## src/hdl/mcrp_pkg.sv

```systemverilog
package mcrp_pkg;

	localparam int POS_W   = 30;
	localparam int PRICE_W = 20;
	localparam int COST_W  = 52;
	localparam int CFG_W   = 30;
	localparam int IDX_W   = 2;
	localparam int FUEL_W  = 34;
	localparam int PROD_W  = POS_W + PRICE_W;

	localparam logic [IDX_W-1:0] REG_TANK  = 2'd0;
	localparam logic [IDX_W-1:0] REG_START = 2'd1;
	localparam logic [IDX_W-1:0] REG_ROUTE = 2'd2;

	localparam logic [COST_W-1:0] COST_MAX = {COST_W{1'b1}};

	typedef struct packed {
		logic load;
		logic ovf_set;
		logic ins_rd;
		logic ins_shift;
		logic ins_put;
		logic nc_init;
		logic nc_rd;
		logic nc_pop;
		logic nc_push;
		logic nc_top;
		logic dr_init;
		logic dr_rd;
		logic dr_nc;
		logic dr_need;
		logic dr_mul;
		logic dr_add;
		logic dr_end;
		logic emit;
	} cmd_t;

	typedef struct packed {
		logic full;
		logic last;
		logic j_zero;
		logic shift;
		logic pop;
		logic k_one;
		logic i_last;
		logic fuel_neg;
		logic out_free;
	} sts_t;

endpackage

```

## src/hdl/mcrp_ctrl.sv

```systemverilog
module mcrp_ctrl (
	input  logic           clk,
	input  logic           arst_n,
	input  logic           in_valid,
	output logic           in_ready,
	input  mcrp_pkg::sts_t sts,
	output mcrp_pkg::cmd_t cmd
);
	import mcrp_pkg::*;

	typedef enum logic [15:0] {
		S_IDLE     = 16'b0000_0000_0000_0001,
		S_LOAD_CHK = 16'b0000_0000_0000_0010,
		S_INS_CMP  = 16'b0000_0000_0000_0100,
		S_NC_INIT  = 16'b0000_0000_0000_1000,
		S_NC_RD    = 16'b0000_0000_0001_0000,
		S_NC_CMP   = 16'b0000_0000_0010_0000,
		S_NC_POP   = 16'b0000_0000_0100_0000,
		S_DR_INIT  = 16'b0000_0000_1000_0000,
		S_DR_RD    = 16'b0000_0001_0000_0000,
		S_DR_NC    = 16'b0000_0010_0000_0000,
		S_DR_CHK   = 16'b0000_0100_0000_0000,
		S_DR_MUL   = 16'b0000_1000_0000_0000,
		S_DR_ADD   = 16'b0001_0000_0000_0000,
		S_DR_END   = 16'b0010_0000_0000_0000,
		S_DR_FIN   = 16'b0100_0000_0000_0000,
		S_RESULT   = 16'b1000_0000_0000_0000
	} state_t;

	state_t state_q, state_d;

	assign in_ready = (state_q == S_IDLE);

	always_comb begin
		cmd     = '0;
		state_d = state_q;
		unique case (state_q)
			S_IDLE: begin
				if (in_valid) begin
					cmd.load = 1'b1;
					state_d  = S_LOAD_CHK;
				end
			end
			S_LOAD_CHK: begin
				if (sts.full) begin
					cmd.ovf_set = 1'b1;
					state_d     = sts.last ? S_NC_INIT : S_IDLE;
				end else if (sts.j_zero) begin
					cmd.ins_put = 1'b1;
					state_d     = sts.last ? S_NC_INIT : S_IDLE;
				end else begin
					cmd.ins_rd = 1'b1;
					state_d    = S_INS_CMP;
				end
			end
			S_INS_CMP: begin
				if (sts.shift) begin
					cmd.ins_shift = 1'b1;
					state_d       = S_LOAD_CHK;
				end else begin
					cmd.ins_put = 1'b1;
					state_d     = sts.last ? S_NC_INIT : S_IDLE;
				end
			end
			S_NC_INIT: begin
				cmd.nc_init = 1'b1;
				state_d     = S_NC_RD;
			end
			S_NC_RD: begin
				cmd.nc_rd = 1'b1;
				state_d   = S_NC_CMP;
			end
			S_NC_CMP: begin
				if (sts.pop) begin
					cmd.nc_pop = 1'b1;
					state_d    = S_NC_POP;
				end else begin
					cmd.nc_push = 1'b1;
					state_d     = sts.k_one ? S_DR_INIT : S_NC_RD;
				end
			end
			S_NC_POP: begin
				cmd.nc_top = 1'b1;
				state_d    = S_NC_CMP;
			end
			S_DR_INIT: begin
				cmd.dr_init = 1'b1;
				state_d     = S_DR_RD;
			end
			S_DR_RD: begin
				cmd.dr_rd = 1'b1;
				state_d   = S_DR_NC;
			end
			S_DR_NC: begin
				cmd.dr_nc = 1'b1;
				state_d   = S_DR_CHK;
			end
			S_DR_CHK: begin
				if (sts.fuel_neg) begin
					state_d = S_RESULT;
				end else begin
					cmd.dr_need = 1'b1;
					state_d     = S_DR_MUL;
				end
			end
			S_DR_MUL: begin
				cmd.dr_mul = 1'b1;
				state_d    = S_DR_ADD;
			end
			S_DR_ADD: begin
				cmd.dr_add = 1'b1;
				state_d    = sts.i_last ? S_DR_END : S_DR_RD;
			end
			S_DR_END: begin
				cmd.dr_end = 1'b1;
				state_d    = S_DR_FIN;
			end
			S_DR_FIN: begin
				state_d = S_RESULT;
			end
			S_RESULT: begin
				if (sts.out_free) begin
					cmd.emit = 1'b1;
					state_d  = S_IDLE;
				end
			end
			default: state_d = S_IDLE;
		endcase
	end

	always_ff @(posedge clk or negedge arst_n) begin
		if (!arst_n) begin
			state_q <= S_IDLE;
		end else begin
			state_q <= state_d;
		end
	end

endmodule

```

## config.mk

```make
export PLATFORM = sky130hd
export DESIGN_NAME = mcrp_ctrl
export DESIGN_NICKNAME = d
export VERILOG_FILES = /design/src/hdl/mcrp_pkg.sv /design/src/hdl/mcrp_ctrl.sv
export SDC_FILE = /design/constraint.sdc
export NUM_CORES = 1
export LEC_CHECK = 0
export ABC_AREA = 1
export BUFFER_PORTS_ARGS = -buffer_cell sky130_fd_sc_hd__buf_2
export CAP_MARGIN = 30
export CORE_AREA = 4 4 77 61
export DETAILED_ROUTE_END_ITERATION = 7
export DIE_AREA = 0 0 81 65
export PLACE_DENSITY_LB_ADDON = 0.12
export RECOVER_POWER = 100
export SLEW_MARGIN = 20
export SYNTH_ARGS = -nofsm -noshare
export SYNTH_HDL_FRONTEND = slang
export SYNTH_SLANG_ARGS = --single-unit
```

## constraint.sdc

```tcl
create_clock -name clk -period 1.6 [get_ports clk]
set_input_delay 0.16 -clock clk [delete_from_list [all_inputs] [get_ports clk]]
set_output_delay 0.16 -clock clk [all_outputs]
set_load 0.02 [all_outputs]
```

After elaboration in Yosys (flattened, before gate mapping)
Index checks and enable logic that the tools add are counted.
- register bits after elaboration: 16
- logic and storage cells: 60
- input port bits: 12
- equal/unequal tests: 18
- muxes and demuxes: 39
- reductions and logical operators: 2
- operators by type and width (cell ; count):
    16-bit one-hot mux with 15 select lines ; 1
    16-bit 2-to-1 mux ; 4
    1-bit 2-to-1 mux ; 25
    16-bit by 1-bit equality test with 1-bit output, second input constant ; 1
    16-bit by 10-bit equality test with 1-bit output, second input constant ; 1
    16-bit by 11-bit equality test with 1-bit output, second input constant ; 1
    16-bit by 12-bit equality test with 1-bit output, second input constant ; 1
    16-bit by 13-bit equality test with 1-bit output, second input constant ; 1
    16-bit by 14-bit equality test with 1-bit output, second input constant ; 1
    16-bit by 15-bit equality test with 1-bit output, second input constant ; 1
    16-bit equality test, second input constant ; 1
    16-bit by 2-bit equality test with 1-bit output, second input constant ; 1
    16-bit by 3-bit equality test with 1-bit output, second input constant ; 1
    16-bit by 4-bit equality test with 1-bit output, second input constant ; 1
    16-bit by 5-bit equality test with 1-bit output, second input constant ; 1
    16-bit by 6-bit equality test with 1-bit output, second input constant ; 1
    16-bit by 7-bit equality test with 1-bit output, second input constant ; 1
    16-bit by 8-bit equality test with 1-bit output, second input constant ; 1
    16-bit by 9-bit equality test with 1-bit output, second input constant ; 1
    8-bit 2-to-1 mux ; 2
    14-bit 2-to-1 mux ; 1
    4-bit 2-to-1 mux ; 3
    2-bit 2-to-1 mux ; 2
    2-bit inequality test, second input constant ; 2
    3 further kinds ; 3

Longest topological paths before layout
- word-level depth: 4
- mapped depth: 11
- mapped depth without buffers: 11

Worst setup path before layout
OpenSTA, ideal clock, no wires.
- path kind: reg2out
- from: register state_q[2]
- to: output cmd[0] in the netlist's numbering
- cell stages (with the launch flop): 6
- setup slack: -0.005 ns
- arrival: 1.445 ns
- path through: dfrtp_1 -> nor2_2 -> nand2_4 -> inv_2 -> nand2_4 -> nor4_1
- RTL lines (item ; RTL line ; text):
    start, declared ; mcrp_ctrl.sv:30 ; state_t state_q, state_d;
    start signal, assigned ; mcrp_ctrl.sv:135 ; state_q <= state_d;
    end, declared ; mcrp_ctrl.sv:7 ; output mcrp_pkg::cmd_t cmd

==> flow_summary.ini <==
[outcome]
status = finished with violations
violations = setup timing

[finish]
antenna_cells = 0
drive_above_1_share = 0.4756
largest_register_ffs = 16
nets = 238
final_cell_mix = buf_4 (35), inv_1 (29), nor2_1 (25)
multiInputGateArea_um2 = 784.5
final_cell_area_um2 = 1822
regMostFlops = state_q
area_growth_syn_to_layout_pct = 57.24
seqCellArea_um2 = 401.6
mostFrequentLayoutCell = buf_4
largestRegisters = state_q (16)
fillCellCount = 414

[floorplan]
placementRows = 20
core_um2 = 3954
io_pins = 31
die_w_um = 81
initial_utilization = 0.2930
dieArea_um2 = 5265
die_y_um = 65

[timing]
finalHoldViolations = 0
period_share = 1.063
setup_ws_ns = -0.1009
clock.fmax_ghz = 0.5879
rsz0062_at_grt = true
finClkSkew_ns = 0.001953
slew_violations = 0
slew_headroom = 0.3722
min_period_ns = 1.701
fin_hold_ws_ns = 0.08461
setup_viol = 15
tightest_slew_ns = 0.9417

[setup_path]
cp.required_ns = 1.44
cp-start-kind = flip-flop
criticalPathCategory = reg2out
critPathMaxFanout = 6
crit_arrival_ns = 1.54
end_kind = output pin

[power]
cellLeakagePower_nw = 0.9464
power_density_nw_per_um2 = 842.7
power_mw = 1.535
ir_drop_mv = 0.3075

[drt]
post_drt_wl_per_cell_um = 11.97
wl_um = 3352
drt-initial-drc-count = 38
final_antenna_net_count = 0
drc = 0
drt-pass1-iter-count = 4
via_per_inst = 4.382
vias = 1227

[placed_design]
numPortBuffers = 30
gp_congestion = 0.7776
place_area_um2 = 1380
dp_hpwl_um = 2254
post-place-ws_ns = 0.06849

[logic_synthesis]
synthArstFlopShare = 1.000
syn_inst = 167
synth_warnings = 0
syn_avg_cell_area_um2 = 6.938
synthesis.area_um2 = 1159
synth.distinct_cells = 25
ys.flop_type = dfrtp_1
syn-num-nets = 179
synth_seq_area_share = 0.3467
synth_edf_count = 0
synth-seq-cells = 16

[global_route]
grt_usage = 0.1280
antenna_found_initial = 0
grt_pass1_wl_um = 5216
grt_pass1_vias = 1202
grt_max_degree = 17
gr-total-overflow = 0

[cts]
cts_root_buf = clkbuf_8
tritoncts = done
cts.clk_slew.worst_paths_ns = 0.07
htree_levels = 1
clock_path_buffers = 2
numCtsBuffers = 3
clock_latency_ns = 0.25
cts_sinks = 16

[hold_path]
hold_path.class = in2reg

[flow_run]
cap_viol_max_count = 0
## report_power, final
group	total, mW	internal [mW]	switching (mW)
Sequential	0.486	0.447	0.0390
Clock	0.326	0.177	0.149
Combinational	0.723	0.273	0.450
Total	1.54	0.896	0.639
## cell type report
type | instances | share of cell area
Multi-Input combinational cell | 117 | 0.4306
Timing Repair Buffer | 54 | 0.2157
Clock buffer | 4 | 0.02473
Inverter | 34 | 0.07074
Sequential cell | 16 | 0.2205
Tap cell | 55 | 0.03777
## final timing paths
kind                               endpoint  slack [ns]  depth (start not counted)   startpoint
worst max-delay path                cmd[13]       -0.10                          6  state_q[14]
worst min-delay path            state_q[11]        0.08                          2       sts[1]
worst max register to register   state_q[0]           0                         12   state_q[2]
worst min register to register  state_q[15]        0.70                          3  state_q[15]
max in group asynchronous       state_q[12]        0.46                          2       arst_n
min in group asynchronous        state_q[4]        0.56                          2       arst_n
## metrics by stage
step,setup TNS (ns),instances,utilization
floorplan,0,167,-
global placement,0,252,0.3491
detailed placement,0,252,0.3491
CTS,-0.6431,273,0.4218
global route,-2.321,280,0.4608
finish,-0.8519,280,0.4608
## what timing repair did
item / CTS / global route
hold endpoints to repair: 15 / 0
setup buffers: 15 / 7
cloned: 1 / 0
gates resized for setup: 29 / 29
pin swaps: 13 / 6
endpoints found under the setup margin: 19 / 20
hold buffers: 1 / 0
## kinds of logic (layout without fill, tap and decap cells)
family	Yosys count	in the layout	synth area share
simple gates	103	104	0.4655
buf+inv	35	92	0.1209
flops	16	16	0.3467
compound gates	13	13	0.06695
## cell usage after synthesis, types with 2 or more instances
master	instances	share of area
dfrtp_1	15	0.32
nor3_1	11	0.048
nor2_4	2	0.019
inv_1	30	0.097
nor2_1	31	0.10
nand3_1	11	0.048
nand2_4	7	0.068
o21ai_1	3	0.013
nor2_2	11	0.059
inv_2	3	0.0097
nand2_1	25	0.081
o21ai_0	5	0.022
## critical path, cell delays in order (launching register included)
cell and delay (ns):
dfrtp_1 0.41, nor2_4 0.17, nand2_4 0.12, nor2_8 0.20
nand2_4 0.09, o22ai_2 0.16, buf_6 0.14
## layer usage
| layer | up-vias | part of all wire | wire [um] | GRT usage |
|---|---|---|---|---|
| met1 | 568 | 0.42 | 1407 | 0.1647 |
| met5 | - | 0 | 0 | 0 |
| met3 | 2 | 0.052 | 174 | 0.03333 |
| li1 | 632 | - | - | - |
| met2 | 25 | 0.52 | 1746 | 0.2111 |
| met4 | 0 | 0.0069 | 23 | 0.03376 |
Power figures use the tool's default switching activity.
